<file path="config.mk">
export PLATFORM = sky130hd
export DESIGN_NAME = dsd_queue
export DESIGN_NICKNAME = d
export VERILOG_FILES = /design/src/hw/rtl/assert_macros.svh /design/src/hw/rtl/dsd_pkg.sv /design/src/hw/rtl/dsd_queue.sv
export SDC_FILE = /design/constraint.sdc
export NUM_CORES = 1
export LEC_CHECK = 0
export CAP_MARGIN = 0
export CORE_AREA = 5 5 241 243
export DETAILED_ROUTE_END_ITERATION = 16
export DIE_AREA = 0 0 246 248
export DONT_BUFFER_PORTS = 1
export GPL_ROUTABILITY_DRIVEN = 0
export RECOVER_POWER = 50
export SKIP_LAST_GASP = 1
export SLEW_MARGIN = 15
export SYNTH_ARGS = -nofsm -noshare
export SYNTH_HDL_FRONTEND = slang
export SYNTH_SLANG_ARGS = --single-unit
</file>
<file path="constraint.sdc">
create_clock -name clk -period 4.8 [get_ports clk]
set_clock_uncertainty 0.1 [all_clocks]
set_input_delay 0.48 -clock clk [delete_from_list [all_inputs] [get_ports clk]]
set_output_delay 0.48 -clock clk [all_outputs]
set_load 0.01 [all_outputs]
</file>
<file path="src/hw/rtl/assert_macros.svh">
// ----------------------------------------------------------------------------
// Assertion macros
// Concurrent assertion wrappers. They compile to nothing in synthesis.
// ----------------------------------------------------------------------------
`ifndef ASSERT_MACROS_SVH
`define ASSERT_MACROS_SVH
`ifndef SYNTHESIS
`define DSD_ASSERT(lbl, clk, rstn, prop) \
	lbl: assert property (@(posedge clk) disable iff (!rstn) prop) \
		else $error("assertion failed");
`define DSD_NEVER(lbl, clk, rstn, expr) \
	lbl: assert property (@(posedge clk) disable iff (!rstn) !(expr)) \
		else $error("forbidden condition");
`else
`define DSD_ASSERT(lbl, clk, rstn, prop)
`define DSD_NEVER(lbl, clk, rstn, expr)
`endif
`endif

</file>
<file path="src/hw/rtl/dsd_pkg.sv">
// ----------------------------------------------------------------------------
// dsd_pkg
// Shared types and constants of the area-average downscaler.
// ----------------------------------------------------------------------------
`default_nettype none

package dsd_pkg;

	localparam int MAX_WIDTH    = 4096;
	localparam int MAX_HEIGHT   = 4096;
	localparam int SUM_BITS     = 32;
	localparam int DIM_BITS     = 13;
	localparam int IDX_BITS     = $clog2(MAX_WIDTH);
	localparam int CNT_BITS     = 2 * DIM_BITS;
	localparam int QUO_BITS     = 8;
	localparam int DEN_BITS     = CNT_BITS + QUO_BITS - 1;
	localparam int DIV_BITS     = (DEN_BITS > SUM_BITS ? DEN_BITS : SUM_BITS) + 1;
	localparam int QDEPTH       = 4;
	localparam int QPTR_BITS    = $clog2(QDEPTH);
	localparam int CFG_IDX_BITS = 8;
	localparam int STEP_BITS    = $clog2(DIM_BITS);

	localparam logic [CFG_IDX_BITS-1:0] REG_SRC_WIDTH  = CFG_IDX_BITS'(0);
	localparam logic [CFG_IDX_BITS-1:0] REG_SRC_HEIGHT = CFG_IDX_BITS'(1);
	localparam logic [CFG_IDX_BITS-1:0] REG_DST_WIDTH  = CFG_IDX_BITS'(2);
	localparam logic [CFG_IDX_BITS-1:0] REG_DST_HEIGHT = CFG_IDX_BITS'(3);

	typedef struct packed {
		logic [7:0] in_alpha;
		logic [7:0] in_blue;
		logic [7:0] in_green;
		logic [7:0] in_red;
	} pix_in_t;

	typedef struct packed {
		logic [7:0] out_red;
		logic [7:0] out_green;
		logic [7:0] out_blue;
		logic [7:0] out_alpha;
		logic       frame_last;
	} pix_out_t;

	typedef logic [3:0][SUM_BITS-1:0] sums_t;

	// one finished column band of one source row
	typedef struct packed {
		logic [IDX_BITS-1:0] idx;
		sums_t               sums;
		logic                first;
		logic                emit;
		logic                last;
		logic [CNT_BITS-1:0] count;
	} col_job_t;

	typedef struct packed {
		logic                 full;
		logic                 empty;
		logic [QPTR_BITS:0]   count;
	} q_stat_t;

	typedef enum logic [2:0] {
		B_IDLE,
		B_READ,
		B_ACC,
		B_DIV,
		B_OUT
	} back_state_t;

endpackage

`default_nettype wire

</file>
<file path="src/hw/rtl/dsd_queue.sv">
// ----------------------------------------------------------------------------
// dsd_queue
// Short queue of column-band words between the front and the back end.
// ----------------------------------------------------------------------------
`default_nettype none

module dsd_queue (
	input  wire logic              clk,
	input  wire logic              arst_n,
	input  wire logic              wr_en,
	input  wire dsd_pkg::col_job_t wr_job,
	input  wire logic              rd_en,
	output dsd_pkg::col_job_t      rd_job,
	output dsd_pkg::q_stat_t       stat
);
	import dsd_pkg::*;

	col_job_t             slot_q [QDEPTH];
	logic [QPTR_BITS-1:0] wptr_q;
	logic [QPTR_BITS-1:0] rptr_q;
	logic [QPTR_BITS:0]   count_q;
	logic                 do_wr;
	logic                 do_rd;

	assign do_wr = wr_en && !stat.full;
	assign do_rd = rd_en && !stat.empty;

	always_comb begin
		stat.full  = (count_q == (QPTR_BITS+1)'(QDEPTH));
		stat.empty = (count_q == '0);
		stat.count = count_q;
	end

	assign rd_job = slot_q[rptr_q];

	always_ff @(posedge clk or negedge arst_n) begin
		if (!arst_n) begin
			wptr_q  <= '0;
			rptr_q  <= '0;
			count_q <= '0;
		end else begin
			if (do_wr) wptr_q <= wptr_q + 1'b1;
			if (do_rd) rptr_q <= rptr_q + 1'b1;
			if (do_wr && !do_rd) count_q <= count_q + 1'b1;
			else if (do_rd && !do_wr) count_q <= count_q - 1'b1;
		end
	end

	always_ff @(posedge clk) begin
		if (do_wr) slot_q[wptr_q] <= wr_job;
	end

endmodule

`default_nettype wire

</file>
# --- Word level (Yosys, flattened, before mapping) ---
# Memory sizes are Yosys's and may differ from the RTL's.
# Index checks and enable logic that the tools add are counted.
word_totals:
  n_memories: 1
  output_inout_bits: 174
  ram_bits: 676
  regBits: 7
  elab_cells: 23
memory_table:
  columns: ["name", "depth", "word_bits", "rd", "rd_clocked_by_memory_dff", "write_ports", "line", "rtl"]
  rows:
  - ["slot_q", 4, 169, 1, 0, 1, "dsd_queue.sv:18", "col_job_t slot_q [QDEPTH];"]
op_classes:
  n_addsub: 4
  eq_ne: 1
  mux: 4
  reduce_logical: 10
op_table:
  columns: ["operator", "count"]
  rows:
  - ["$mux W3", 2]
  - ["$add A2 B1 Y2 const B", 2]
  - ["$logic_and A1 B1 Y1", 4]
  - ["$logic_not A1 Y1", 4]
  - ["$add A3 B1 Y3 const B", 1]
  - ["$eq A3 B3 Y1 const B", 1]
  - ["$logic_not A3 Y1", 1]
  - ["$sub A3 B1 Y3 const B", 1]
  - ["$mux W1", 2]
  - ["$reduce_bool A2 Y1", 1]

# --- Depth between registers and ports, before layout ---
logic_depth:
  ltp_word: 7
  depth_mapped: 9
  ltp_nobuf: 8

# --- Least setup slack after synthesis ---
# OpenSTA, ideal clock, no wires.
synth_timing:
  kind: "register to register"
  from: "register count_q[2]"
  to: "memory slot_q[0][0] (netlist name) (enable)"
  n_path_buf: 1
  setup_time_ps: 549
  slack_ps: -612
  stages_incl_launch_ff: 5
  t_arrival_ps: 4763
  cell_sequence: "dfrtp_1 > nor3b_1 > nor2b_1 > buf_2 > and2_1"
synth_rtl:
  columns: ["item", "line", "rtl"]
  rows:
  - ["from (decl)", "dsd_queue.sv:21", "logic [QPTR_BITS:0] count_q;"]
  - ["from (signal assigned)", "dsd_queue.sv:44", "if (do_wr && !do_rd) count_q <= count_q + 1'b1;"]
  - ["from (signal assigned)", "dsd_queue.sv:45", "else if (do_rd && !do_wr) count_q <= count_q - 1'b1;"]
  - ["to (decl)", "dsd_queue.sv:18", null]

==> run summary <==
Outcome: finished, violations left
Failing checks: max-capacitance violations, max-slew violations
Pin count of the biggest net entering global routing: 104
Syn_nets: 1098
Least-Margin Pin Slew: 2110 ps
DRC violations left: 0
Die X: 246 um
Crit Path Max Fanout: 69
Starting Density: 44.4%
Grt total ovfl: 0
Register area share after synthesis: 82.7%
Root Buffer Master: clkbuf_16
Die area: 61000 sq um
Worst setup EP type: flip-flop
Synth Warn #: 0
Leak: 0.00943 uW
Pwr dens: 613 nW/um^2
Crit path launch type: flip-flop
# IOs: 347
TritonRoute pass-1 iters: 4
Highest Clock Rate: 280 MHz
Initial antenna violation count: 7
Setup TNS: 0 ps
GRT Overall Usage: 15.9%
Fin crit share: 74.5%
Seq cells post-synth: 683
Final Hold Viols: 0
Post-layout util: 53.4%
CTS Buf Count: 72
Post-CTS Hold Fix Bufs: 171
Reg2reg path depth: 5
CTS tree: done
R2R setup slack: 1220 ps
Area contributors post-synth: edfxtp_1 (82%), mux4_2 (15%), dfrtp_1 (0.71%)
Row count: 87
Worst hold path type: input pin to async pin
Post-synth top area cell: edfxtp_1
I/O Buffers: 0
Routed WL per cell: 24.9 um
RSZ-0062 raised after global routing: no
Final setup fails: 0
Mean area per synthesized cell: 26.9 sq um
First-pass GRT wire length: 73100 um
Maximum clock insertion buffer count: 3
Number of global-route vias before repair: 11300
TritonCTS Sinks: 683
Final Max Tran Viols: 137
Synth cell types: 19
DRT iter0 DRCs: 668
Mapped Area: 24800 sq um
RR Endpoint: slot_q[3][122]
RR Startpoint: count_q[0]
Footprint of the multi-input gates: 4030 sq um
Routed Antenna Nets: 0
Min Hold Slack: 131 ps
Clk_lat worst skew: 600 ps
Area growth, synth to finish: 20.2%
Yosys top cell area share: 82.0%
Post-CTS Setup Bufs: 0
FF/Latch Area: 20500 sq um
Routed vias/inst: 5.31
Total core area: 55700 sq um
Worst slew margin: -40.7%
Max H-tree Level: 3
Max-Cap Viols: 2
Layout cells sized above 1: 24.3%
Type of the worst setup path: flip-flop to flip-flop
Die Height: 248 um
Worst VDD drop: 0.530 mV
Total Routed Length: 49000 um
Crit path DAT: 3640 ps
Req. time, crit path: 4860 ps
Synthesized instance count: 919
Crit path time final: 3580 ps
Vias: 10400
Critical Path Sink: slot_q[3][122]
Fin nets: 1323
Fillcell total: 4237
Worst-path clk slew: 60 ps
CP startpoint: count_q[0]
HPWL after DPL: 28700 um
Resized Gates After CTS: 0
==> where the power goes <==
| part | total (uW) | internal (uW) | switching (uW) |
|---|---|---|---|
| clock | 5390 | 3190 | 2200 |
| sequential | 8210 | 7900 | 308 |
| combinational | 4630 | 1820 | 2810 |
| total | 18200 | 12900 | 5320 |
==> layout make-up <==
type | instances | share of cell area (%)
inverters | 4 | 0.0505
repair buffers | 190 | 6.54
multi-input cells | 193 | 13.5
clock buffers | 97 | 6.65
clock inverters | 34 | 1.18
flip-flops and latches | 683 | 68.8
diodes | 6 | 0.0505
well taps | 756 | 3.18
==> cell usage after synthesis <==
cell	count
fa_1	1
dfrtp_1	7
buf_2	21
nor2_1	1
nor2b_1	1
clkbuf_1	7
or3_1	1
nor3b_1	1
buf_6	11
xor2_1	2
mux4_2	169
inv_1	4
edfxtp_1	676
nand2_1	1
mux2_2	2
and2_1	4
nand3_1	1
ha_1	5
xnor2_1	4
==> registers in the layout (all words and copies together), names as in the netlist <==
name     flops
rptr_q       2
count_q      3
wptr_q       2
slot_q     676
==> stage by stage <==
stage | power [uW] | area [sq um] | setup slack [ps] | cells
after floorplan | 11700 | 24800 | 1280 | 919
after global placement | 12900 | 25700 | 2090 | 1655
after detailed placement | 13000 | 25700 | 2080 | 1655
after CTS | 18600 | 29800 | 1690 | 1957
after global routing | 19100 | 29800 | 933 | 1960
final | 18200 | 29800 | 1220 | 1963
==> cell families after synthesis <==
kind of cell / synth area share (%)
XOR/XNOR: 0.212
adder cells (fa/ha/maj): 0.333
flip-flops: 82.7
multiplexers: 15.5
buffers and inverters: 1.09
AND/OR/NAND/NOR: 0.232
==> worst max-delay path, cell delays in order (launching register included) <==
cell and delay, ps:
dfrtp_1 500, nor3b_1 160, nor2b_1 150, clkbuf_1 320, and2_0 290, clkbuf_2 1540
==> per-layer routing <==
layer	part of all wire (%)	GRT usage, %	vias up
met5	0.055	0	-
met4	2.8	5.50	4
met3	7.3	5.32	93
met2	50	25.5	281
met1	40	20.8	5589
li1	-	-	4463
==> cells in the final DEF, fill, tap and decap left out, drive strengths merged, types with 4 or more instances in the layout <==
cell         instances
buf                 16
ha                   5
diode                6
and2                 4
bufinv               5
clkbuf             100
dlygate4sd3        171
dfrtp                7
inv                  7
edfxtp             676
mux4               169
xnor2                4
clkinv              24
==> worst min-delay path by stage <==
stage / startpoint / end / depth (start not counted)
after floorplan: arst_n / count_q[0] / 0
after global placement: arst_n / count_q[0] / 0
after detailed placement: arst_n / count_q[0] / 0
after CTS: arst_n / count_q[0] / 1
after global routing: arst_n / count_q[0] / 1
final: arst_n / count_q[0] / 1
Power figures use the tool's default switching activity.
