===== src/hw/rtl/assert_macros.svh =====
// ----------------------------------------------------------------------------
// Assertion macros
// Concurrent assertion wrappers. They compile to nothing in synthesis.
// ----------------------------------------------------------------------------
`ifndef ASSERT_MACROS_SVH
`define ASSERT_MACROS_SVH
`ifndef SYNTHESIS
`define DSD_ASSERT(lbl, clk, rstn, prop) \
	lbl: assert property (@(posedge clk) disable iff (!rstn) prop) \
		else $error("assertion failed");
`define DSD_NEVER(lbl, clk, rstn, expr) \
	lbl: assert property (@(posedge clk) disable iff (!rstn) !(expr)) \
		else $error("forbidden condition");
`else
`define DSD_ASSERT(lbl, clk, rstn, prop)
`define DSD_NEVER(lbl, clk, rstn, expr)
`endif
`endif


===== src/hw/rtl/dsd_pkg.sv =====
// ----------------------------------------------------------------------------
// dsd_pkg
// Shared types and constants of the area-average downscaler.
// ----------------------------------------------------------------------------
`default_nettype none

package dsd_pkg;

	localparam int MAX_WIDTH    = 4096;
	localparam int MAX_HEIGHT   = 4096;
	localparam int SUM_BITS     = 32;
	localparam int DIM_BITS     = 13;
	localparam int IDX_BITS     = $clog2(MAX_WIDTH);
	localparam int CNT_BITS     = 2 * DIM_BITS;
	localparam int QUO_BITS     = 8;
	localparam int DEN_BITS     = CNT_BITS + QUO_BITS - 1;
	localparam int DIV_BITS     = (DEN_BITS > SUM_BITS ? DEN_BITS : SUM_BITS) + 1;
	localparam int QDEPTH       = 4;
	localparam int QPTR_BITS    = $clog2(QDEPTH);
	localparam int CFG_IDX_BITS = 8;
	localparam int STEP_BITS    = $clog2(DIM_BITS);

	localparam logic [CFG_IDX_BITS-1:0] REG_SRC_WIDTH  = CFG_IDX_BITS'(0);
	localparam logic [CFG_IDX_BITS-1:0] REG_SRC_HEIGHT = CFG_IDX_BITS'(1);
	localparam logic [CFG_IDX_BITS-1:0] REG_DST_WIDTH  = CFG_IDX_BITS'(2);
	localparam logic [CFG_IDX_BITS-1:0] REG_DST_HEIGHT = CFG_IDX_BITS'(3);

	typedef struct packed {
		logic [7:0] in_alpha;
		logic [7:0] in_blue;
		logic [7:0] in_green;
		logic [7:0] in_red;
	} pix_in_t;

	typedef struct packed {
		logic [7:0] out_red;
		logic [7:0] out_green;
		logic [7:0] out_blue;
		logic [7:0] out_alpha;
		logic       frame_last;
	} pix_out_t;

	typedef logic [3:0][SUM_BITS-1:0] sums_t;

	// one finished column band of one source row
	typedef struct packed {
		logic [IDX_BITS-1:0] idx;
		sums_t               sums;
		logic                first;
		logic                emit;
		logic                last;
		logic [CNT_BITS-1:0] count;
	} col_job_t;

	typedef struct packed {
		logic                 full;
		logic                 empty;
		logic [QPTR_BITS:0]   count;
	} q_stat_t;

	typedef enum logic [2:0] {
		B_IDLE,
		B_READ,
		B_ACC,
		B_DIV,
		B_OUT
	} back_state_t;

endpackage

`default_nettype wire


===== src/hw/rtl/dsd_front.sv =====
// ----------------------------------------------------------------------------
// dsd_front
// Configuration, band bookkeeping and per-row run sums of source pixels.
// ----------------------------------------------------------------------------
`default_nettype none

module dsd_front (
	input  wire logic                                 clk,
	input  wire logic                                 arst_n,
	input  wire logic                                 push,
	output logic                                      full,
	input  wire dsd_pkg::pix_in_t                     src_pix,
	input  wire logic                                 cfg_valid,
	output logic                                      cfg_ready,
	input  wire logic [dsd_pkg::CFG_IDX_BITS-1:0]     cfg_index,
	input  wire logic [dsd_pkg::DIM_BITS-1:0]         cfg_data,
	output logic                                      q_push,
	output dsd_pkg::col_job_t                         q_job,
	input  wire logic                                 q_full
);
	import dsd_pkg::*;

	function automatic logic [DIM_BITS-1:0] clamp_dim(input logic [DIM_BITS-1:0] v,
			input logic [DIM_BITS-1:0] hi);
		logic [DIM_BITS-1:0] r;
		r = v;
		if (v == '0) r = DIM_BITS'(1);
		else if (v > hi) r = hi;
		return r;
	endfunction

	logic [DIM_BITS-1:0] src_w_q, src_h_q, dst_w_q, dst_h_q;
	logic [DIM_BITS-1:0] eff_w, eff_h, eff_tw, eff_th;

	// setup divider: source size over target size, both axes at once
	logic                 busy_q;
	logic [STEP_BITS-1:0] step_q;
	logic [STEP_BITS-1:0] bsel;
	logic [DIM_BITS:0]    wt, ht;
	logic [DIM_BITS-1:0]  wrem_q, hrem_q, wquo_q, hquo_q;
	logic [DIM_BITS-1:0]  wrem_nx, hrem_nx, wquo_nx, hquo_nx;

	logic [DIM_BITS-1:0] col_a_q, col_b_q, row_a_q, row_b_q;

	logic [DIM_BITS-1:0] src_col_q, src_row_q, tc_q, tr_q;
	logic [DIM_BITS-1:0] col_start_q, col_end_q, col_r_q;
	logic [DIM_BITS-1:0] row_start_q, row_end_q, row_r_q;
	sums_t               run_q;
	sums_t               run_new;
	logic [3:0][7:0]     pix;

	logic                accept;
	logic                col_hit, row_hit, col_wrap_pix, frame_end;
	logic                col_more, row_more;
	logic [DIM_BITS:0]   col_rs, row_rs;
	logic                col_cy, row_cy;
	logic [DIM_BITS-1:0] col_end_adv, col_r_adv, row_end_adv, row_r_adv;

	assign eff_w  = clamp_dim(src_w_q, DIM_BITS'(MAX_WIDTH));
	assign eff_h  = clamp_dim(src_h_q, DIM_BITS'(MAX_HEIGHT));
	assign eff_tw = clamp_dim(dst_w_q, eff_w);
	assign eff_th = clamp_dim(dst_h_q, eff_h);

	assign cfg_ready = !busy_q;
	assign full      = busy_q || q_full;
	assign accept    = push && !full;

	always_comb begin
		bsel    = STEP_BITS'(DIM_BITS - 1) - step_q;
		wt      = {wrem_q, eff_w[bsel]};
		ht      = {hrem_q, eff_h[bsel]};
		wrem_nx = wt[DIM_BITS-1:0];
		hrem_nx = ht[DIM_BITS-1:0];
		wquo_nx = {wquo_q[DIM_BITS-2:0], 1'b0};
		hquo_nx = {hquo_q[DIM_BITS-2:0], 1'b0};
		if (wt >= {1'b0, eff_tw}) begin
			wrem_nx    = DIM_BITS'(wt - {1'b0, eff_tw});
			wquo_nx[0] = 1'b1;
		end
		if (ht >= {1'b0, eff_th}) begin
			hrem_nx    = DIM_BITS'(ht - {1'b0, eff_th});
			hquo_nx[0] = 1'b1;
		end
	end

	assign pix = {src_pix.in_alpha, src_pix.in_blue, src_pix.in_green, src_pix.in_red};

	always_comb begin
		for (int c = 0; c < 4; c++) run_new[c] = run_q[c] + SUM_BITS'(pix[c]);
	end

	// next band ends by stepping quotient and remainder
	always_comb begin
		col_rs      = {1'b0, col_r_q} + {1'b0, col_b_q};
		col_cy      = col_rs >= {1'b0, eff_tw};
		col_r_adv   = col_cy ? DIM_BITS'(col_rs - {1'b0, eff_tw}) : col_rs[DIM_BITS-1:0];
		col_end_adv = col_end_q + col_a_q + DIM_BITS'(col_cy);
		row_rs      = {1'b0, row_r_q} + {1'b0, row_b_q};
		row_cy      = row_rs >= {1'b0, eff_th};
		row_r_adv   = row_cy ? DIM_BITS'(row_rs - {1'b0, eff_th}) : row_rs[DIM_BITS-1:0];
		row_end_adv = row_end_q + row_a_q + DIM_BITS'(row_cy);
	end

	assign col_hit      = (src_col_q + 1'b1) == col_end_q;
	assign row_hit      = (src_row_q + 1'b1) == row_end_q;
	assign col_wrap_pix = (src_col_q + 1'b1) == eff_w;
	assign frame_end    = (src_row_q + 1'b1) == eff_h;
	assign col_more     = (tc_q + 1'b1) < eff_tw;
	assign row_more     = (tr_q + 1'b1) < eff_th;

	assign q_push = accept && col_hit;
	always_comb begin
		q_job.idx   = tc_q[IDX_BITS-1:0];
		q_job.sums  = run_new;
		q_job.first = (src_row_q == row_start_q);
		q_job.emit  = row_hit;
		q_job.last  = col_wrap_pix && frame_end;
		q_job.count = (col_end_q - col_start_q) * (row_end_q - row_start_q);
	end

	always_ff @(posedge clk or negedge arst_n) begin
		if (!arst_n) begin
			src_w_q     <= DIM_BITS'(1024);
			src_h_q     <= DIM_BITS'(1024);
			dst_w_q     <= DIM_BITS'(256);
			dst_h_q     <= DIM_BITS'(256);
			busy_q      <= 1'b1;
			step_q      <= '0;
			wrem_q      <= '0;
			hrem_q      <= '0;
			wquo_q      <= '0;
			hquo_q      <= '0;
			col_a_q     <= '0;
			col_b_q     <= '0;
			row_a_q     <= '0;
			row_b_q     <= '0;
			src_col_q   <= '0;
			src_row_q   <= '0;
			tc_q        <= '0;
			tr_q        <= '0;
			col_start_q <= '0;
			col_end_q   <= '0;
			col_r_q     <= '0;
			row_start_q <= '0;
			row_end_q   <= '0;
			row_r_q     <= '0;
			run_q       <= '0;
		end else if (cfg_valid && cfg_ready) begin
			case (cfg_index)
				REG_SRC_WIDTH:  src_w_q <= cfg_data;
				REG_SRC_HEIGHT: src_h_q <= cfg_data;
				REG_DST_WIDTH:  dst_w_q <= cfg_data;
				REG_DST_HEIGHT: dst_h_q <= cfg_data;
				default: ;
			endcase
			if (cfg_index <= REG_DST_HEIGHT) begin
				busy_q <= 1'b1;
				step_q <= '0;
				wrem_q <= '0;
				hrem_q <= '0;
				wquo_q <= '0;
				hquo_q <= '0;
			end
		end else if (busy_q) begin
			wrem_q <= wrem_nx;
			hrem_q <= hrem_nx;
			wquo_q <= wquo_nx;
			hquo_q <= hquo_nx;
			step_q <= step_q + 1'b1;
			if (step_q == STEP_BITS'(DIM_BITS - 1)) begin
				// restart the frame with the fresh band steps
				busy_q      <= 1'b0;
				col_a_q     <= wquo_nx;
				col_b_q     <= wrem_nx;
				row_a_q     <= hquo_nx;
				row_b_q     <= hrem_nx;
				src_col_q   <= '0;
				src_row_q   <= '0;
				tc_q        <= '0;
				tr_q        <= '0;
				col_start_q <= '0;
				col_end_q   <= wquo_nx;
				col_r_q     <= wrem_nx;
				row_start_q <= '0;
				row_end_q   <= hquo_nx;
				row_r_q     <= hrem_nx;
				run_q       <= '0;
			end
		end else if (accept) begin
			if (col_wrap_pix) begin
				// last pixel of a row: rewind the column bands
				src_col_q   <= '0;
				tc_q        <= '0;
				col_start_q <= '0;
				col_end_q   <= col_a_q;
				col_r_q     <= col_b_q;
				run_q       <= '0;
				if (frame_end) begin
					src_row_q   <= '0;
					tr_q        <= '0;
					row_start_q <= '0;
					row_end_q   <= row_a_q;
					row_r_q     <= row_b_q;
				end else begin
					src_row_q <= src_row_q + 1'b1;
					if (row_hit) begin
						row_start_q <= row_end_q;
						tr_q        <= tr_q + 1'b1;
						if (row_more) begin
							row_end_q <= row_end_adv;
							row_r_q   <= row_r_adv;
						end
					end
				end
			end else begin
				src_col_q <= src_col_q + 1'b1;
				if (col_hit) begin
					run_q       <= '0;
					col_start_q <= col_end_q;
					tc_q        <= tc_q + 1'b1;
					if (col_more) begin
						col_end_q <= col_end_adv;
						col_r_q   <= col_r_adv;
					end
				end else begin
					run_q <= run_new;
				end
			end
		end
	end

endmodule

`default_nettype wire


===== config.mk =====
export PLATFORM = sky130hd
export DESIGN_NAME = dsd_front
export DESIGN_NICKNAME = d
export VERILOG_FILES = /design/src/hw/rtl/assert_macros.svh /design/src/hw/rtl/dsd_pkg.sv /design/src/hw/rtl/dsd_front.sv
export SDC_FILE = /design/constraint.sdc
export NUM_CORES = 2
export LEC_CHECK = 0
export BUFFER_PORTS_ARGS = -buffer_cell sky130_fd_sc_hd__buf_4
export CAP_MARGIN = 5
export CORE_AREA = 2 2 259 261
export CTS_CLUSTER_SIZE = 30
export DETAILED_ROUTE_END_ITERATION = 16
export DIE_AREA = 0 0 261 263
export PLACE_DENSITY = 0.76
export SETUP_SLACK_MARGIN = 0.4
export SYNTH_ARGS = -nofsm -noshare
export SYNTH_HDL_FRONTEND = slang
export SYNTH_SLANG_ARGS = --single-unit
export TNS_END_PERCENT = 1

===== constraint.sdc =====
create_clock -name clk -period 13.2 [get_ports clk]
set_input_delay 1.32 -clock clk [delete_from_list [all_inputs] [get_ports clk]]
set_output_delay 1.32 -clock clk [all_outputs]
set_load 0.05 [all_outputs]

# Yosys cells after proc, flatten, opt, wreduce, memory -nomap -nowiden
# Index checks and enable logic that the tools add are counted.
# op_classes
add_sub_neg	22
multipliers	1
magnitude_cmp	12
eq_ne	11
mux	91
bitwise_logic	1
reduce_logical	31
# ops
cell	count
two-way mux 13 bit	69
two-way mux 128 bit	5
adder 32 x 8 -> 32 bit	4
equality test 13 bit	5
>= comparator 14 x 13 -> 1 bit	4
adder 13 x 1 -> 13 bit (second input constant)	4
logical NOT 13 bit	4
subtractor 13 bit	4
two-way mux 12 bit	4
adder 13 x 13 -> 14 bit	2
subtractor 13 x 13 -> 14 bit	2
adder 13 x 1 -> 13 bit	2
adder 13 bit	2
> comparator 13 bit	2
> comparator 13 bit (second input constant)	2
less-than comparator 13 bit	2
multiplier 14 x 14 -> 26 bit	1
equality test 8 x 2 -> 1 bit (second input constant)	2
two-way mux 4 bit	3
nonzero test 3 bit	4
AND reduction 2 bit	5
AND reduction 5 bit	2
binary-select mux 1 bit (select 4 bit)	2
equality test 8 x 1 -> 1 bit (second input constant)	1
other kinds (16)	32
# totals
ff_bits	417
input_bits	58
output_inout_bits	172
elab_cells	197

# Logic depth before layout (Yosys ltp)
# depth
ltp_word	14
mapped_depth	35
mapped_depth_nobuf	33

# Worst setup path before layout
# Ideal clock, no wire load.
# synth_path
path_type	flip-flop to output port
from	reg col_end_q[1]
to	out q_job[25] in the netlist's numbering
arrival_time_ns	8.139
required_time_ns	11.880
slack_ns	3.741
stages_incl_launch_ff	30
n_path_buf	1
cell_sequence	dfrtp_1 > ha_1 > nor2b_1 > o31a_1 > o211ai_1 > a21oi_1 > a2111oi_0 > xnor2_1 > clkbuf_1 > and2_1 > fa_1 > inv_1 > fa_1 > inv_1 > fa_1 > fa_1 > fa_1 > inv_1 > fa_1 > inv_1 > ha_1 > and3_1 > nand3_1 > o21ai_0 > a41o_1 > o31a_1 > nor3_1 > o21ai_0 > o31a_1 > xnor3_1
# synth_lines
item	line_no	rtl
from (decl)	dsd_front.sv:46	logic [DIM_BITS-1:0] col_start_q, col_end_q, col_r_q;
from (signal assigned)	dsd_front.sv:182	col_end_q <= wquo_nx;
from (signal assigned)	dsd_front.sv:195	col_end_q <= col_a_q;
from (signal assigned)	dsd_front.sv:222	col_end_q <= col_end_adv;
to (decl)	dsd_front.sv:18	output dsd_pkg::col_job_t q_job,

==> PnR_summary.wiki <==
{| class="wikitable"
! Metric !! Value
|-
| Outcome || complete, no violations
|-
| Top cell by count, worst path || sky130_fd_sc_hd__fa_1
|-
| Total routing resource utilization after global routing || 29.5%
|-
| Number of flip-flops and latches in the synthesized netlist || around 420
|-
| Maximum single-stage delay on the critical path || just under 1 ns
|-
| CTS tree || built
|-
| Final Slew Violations || 0
|-
| Sequential cell area fraction in the yosys report || 27.6%
|-
| Postcts setup bufs || 0
|-
| CTS root buf || sky130_fd_sc_hd__clkbuf_16
|-
| DR vias/cell || 5.98
|-
| Reg-to-reg endpoint || col_end_q[12]$_DFFE_PN0P_
|-
| Clock-pin slew reported for the worst setup and hold paths after clock tree synthesis || about 0.06 ns
|-
| Layout Area Growth over Synthesis || 11.3%
|-
| Core region area || 65600 µm²
|-
| Cell area after technology mapping || 37800 µm²
|-
| Number of antenna violations at the first check in global routing || 0
|-
| Top library cells by usage in the layout, fill and taps aside || 585 x sky130_fd_sc_hd__nand2_1, 412 x sky130_fd_sc_hd__dfrtp_1, 344 x sky130_fd_sc_hd__inv_1
|-
| CP Class || flip-flop to primary output
|-
| Number of failing setup endpoints in the final timing report || 0
|-
| Most common cell after layout, fill and taps aside || sky130_fd_sc_hd__nand2_1
|-
| Fraction of registers with async set/reset || 100%
|-
| Tightest Hold Check Type || flip-flop to flip-flop
|-
| Hold-fix buffers at CTS || 0
|-
| Average routed wire per standard cell || 19.0 µm
|-
| Kind of launch point of the worst setup path || flip-flop
|-
| Worst Path Max Fanout || 13
|-
| Fraction of final layout cells sized beyond drive strength 1 || between 10% and 20%
|-
| Worst r2r src || src_w_q[12]$_DFFE_PN0P_
|-
| Die span in y || ~260 µm
|-
| Final total negative setup slack || 0 ns
|-
| Crit path required time || 11.88 ns
|-
| Clock latency on the worst-skew pair || 0.61 ns
|-
| Final hold viol count || 0
|-
| Count of instances resized after the clock tree is built || 0
|-
| Setup repair after global routing missed its margin || no
|-
| Reg2reg setup slack || 3.01 ns
|-
| Synthesized instance count || 4289
|-
| Post-synth EDFFs || 0
|-
| Final period util || 81.6%
|-
| Yosys synthesis warning count || 0
|-
| Library cells used by synthesis || 98
|-
| Clock skew after layout || 0.0274 ns
|-
| Total clock buffers created by CTS || a little over 50
|-
| Count of placed standard cells including taps || 5234
|-
| Vias || roughly 32000
|-
| Sum of net half-perimeters after detailed placement || approximately 73000 µm
|-
| Largest net degree at the start of global routing || around 170
|-
| Global-route wire length before repair || ~170000 µm
|-
| Number of top-level pins || 230
|-
| Via count of the first global-routing pass || about 31000
|-
| Data arrival at the endpoint of the critical path || between 9 and 10 ns
|-
| Slew headroom || ~14%
|-
| DRC viols || 0
|-
| Number of design-rule violations left by the first detailed-router iteration || between 2000 and 3000
|-
| Number of nets produced by synthesis || ~4800
|-
| Dominant synthesized flop cell || sky130_fd_sc_hd__dfrtp_1
|-
| Worst Max-Slew Pin Slew || between 1 and 1.5 ns
|-
| Final #Nets || 4959
|-
| DIE WIDTH || roughly 260 µm
|-
| Final cell count without fillers || around 5300
|-
| Rows || 94
|-
| Cell at the slowest stage of the critical path || sky130_fd_sc_hd__a31oi_1
|-
| Mapped Avg Cell Area || between 8 and 9 µm²
|-
| Worst r2r path cells || 29
|-
| Number of maximum-capacitance violations || 0
|-
| Number of clock sinks || 417
|-
| Maximum clock insertion buffer count || 3
|-
| Initial core utilization || between 50 and 60%
|-
| Critical path origin || col_end_q[1]$_DFFE_PN0P_
|-
| Final antenna diode count || 0
|-
| Setup crit end kind || primary output
|-
| Drt first pass iters || 6
|-
| H-tree depth || 2
|-
| Worst Hold Depth || 2
|-
| Maximum achievable frequency || between 0.09 and 0.1 GHz
|-
| Post-detailed-route count of antenna-violating nets || 0
|-
| Post-route minimum period || roughly 11 ns
|-
| End of the critical path || q_job[25]
|-
| Total overflow reported by the global router || 0
|-
| Aggregate routed wire length || around 100000 µm
|-
| Count of input and output buffers || around 230
|-
| Global placement routability congestion || 0.930
|-
| Die Outline Area || 68600 µm²
|}
layer usage:
metal  global-route usage [%]  share of wire [%]
met1                     40.7                 43
met3                     3.92                6.4
met5                        0                  0
met4                     10.1                3.4
met2                     47.7                 47
worst min path at each step:
stage,start,to
floorplan,col_start_q[10]$_DFFE_PN0P_,col_start_q[10]$_DFFE_PN0P_
global placement,col_start_q[3]$_DFFE_PN0P_,col_start_q[3]$_DFFE_PN0P_
detailed placement,col_start_q[4]$_DFFE_PN0P_,col_start_q[4]$_DFFE_PN0P_
CTS,col_start_q[4]$_DFFE_PN0P_,col_start_q[4]$_DFFE_PN0P_
global route,col_start_q[4]$_DFFE_PN0P_,col_start_q[4]$_DFFE_PN0P_
finish,col_start_q[4]$_DFFE_PN0P_,col_start_q[4]$_DFFE_PN0P_
synth_stat cells, types with 27 or more instances:
cell,n,share of area [%]
sky130_fd_sc_hd__a22o_1,48,1.1
sky130_fd_sc_hd__inv_1,344,3.4
sky130_fd_sc_hd__nor3_1,87,1.2
sky130_fd_sc_hd__xor2_1,122,2.8
sky130_fd_sc_hd__mux2i_1,43,1.1
sky130_fd_sc_hd__xnor2_1,224,5.2
sky130_fd_sc_hd__o21ai_0,338,4.5
sky130_fd_sc_hd__nand2_1,586,5.8
sky130_fd_sc_hd__nor2b_1,46,0.76
sky130_fd_sc_hd__o31ai_1,30,0.60
sky130_fd_sc_hd__a211oi_1,27,0.54
sky130_fd_sc_hd__or3_1,44,0.73
sky130_fd_sc_hd__and3_1,57,0.94
sky130_fd_sc_hd__o21a_1,33,0.66
sky130_fd_sc_hd__nand3_1,114,1.5
sky130_fd_sc_hd__a31oi_1,31,0.51
sky130_fd_sc_hd__nand2b_1,34,0.56
sky130_fd_sc_hd__fa_1,199,11
sky130_fd_sc_hd__dfrtp_1,412,27
sky130_fd_sc_hd__a21o_1,61,1.2
sky130_fd_sc_hd__nor2_1,218,2.2
sky130_fd_sc_hd__nand4_1,37,0.61
sky130_fd_sc_hd__clkbuf_1,119,1.2
sky130_fd_sc_hd__a21oi_1,187,2.5
sky130_fd_sc_hd__and2_1,72,1.2
sky130_fd_sc_hd__ha_1,278,9.2
sky130_fd_sc_hd__nor4_1,27,0.45
sky130_fd_sc_hd__mux2_2,120,3.6
final cells by class:
type / instances / area, µm²
multi-input combinational: 3334 / 25300
fill: 5528 / 23600
sequential: 417 / 10400
timing repair buffer: 273 / 2070
clock buffer: 68 / 1500
inverter: 347 / 1300
tap: 864 / 1080
clock inverter: 28 / 378
state kept, by name (all words and copies together), names as in the netlist, 12 cells and up:
register / count
hrem_q: 13
row_end_q: 13
wrem_q: 13
dst_h_q: 13
src_h_q: 13
col_a_q: 13
col_end_q: 13
row_b_q: 13
col_start_q: 13
src_col_q: 13
src_row_q: 13
row_r_q: 13
run_q: 128
row_start_q: 13
tc_q: 13
dst_w_q: 13
col_r_q: 13
src_w_q: 13
wquo_q: 12
tr_q: 13
hquo_q: 12
row_a_q: 13
col_b_q: 13
worst max-delay path: cells and delay by family (launching register included):
| kind | cells | cell delay [ns] |
|---|---|---|
| compound gates | 10 | 3.00 |
| xor+xnor | 1 | 0.32 |
| fa+ha+maj | 8 | 3.48 |
| buf+inv | 5 | 0.47 |
| flops | 1 | 0.51 |
| simple gates | 5 | 1.04 |
cells by family (layout without fill, tap and decap cells):
| family | Yosys count | in the layout | share of synthesized area, % |
|---|---|---|---|
| buf+inv | 538 | 716 | 5.73 |
| flops | 417 | 417 | 27.6 |
| mux | 185 | 185 | 5.47 |
| compound gates | 929 | 929 | 15.6 |
| fa+ha+maj | 477 | 477 | 19.7 |
| simple gates | 1392 | 1392 | 17.5 |
| xor+xnor | 351 | 351 | 8.31 |
through the flow:
step                setup slack, ns  utilization [%]  hold WS, ns  area (µm²)
CTS                            2.41             64.1        0.481       42100
global placement               3.23             61.2        0.462       40200
detailed placement             3.07             61.2        0.468       40200
floorplan                      3.74                -        0.449       37800
global route                   1.78             64.1        0.503       42100
finish                         2.43             64.1        0.480       42100
Power is left out: the tool's default activity adds up to more than one toggle a clock period on the data nets, which glitch-free logic cannot reach.
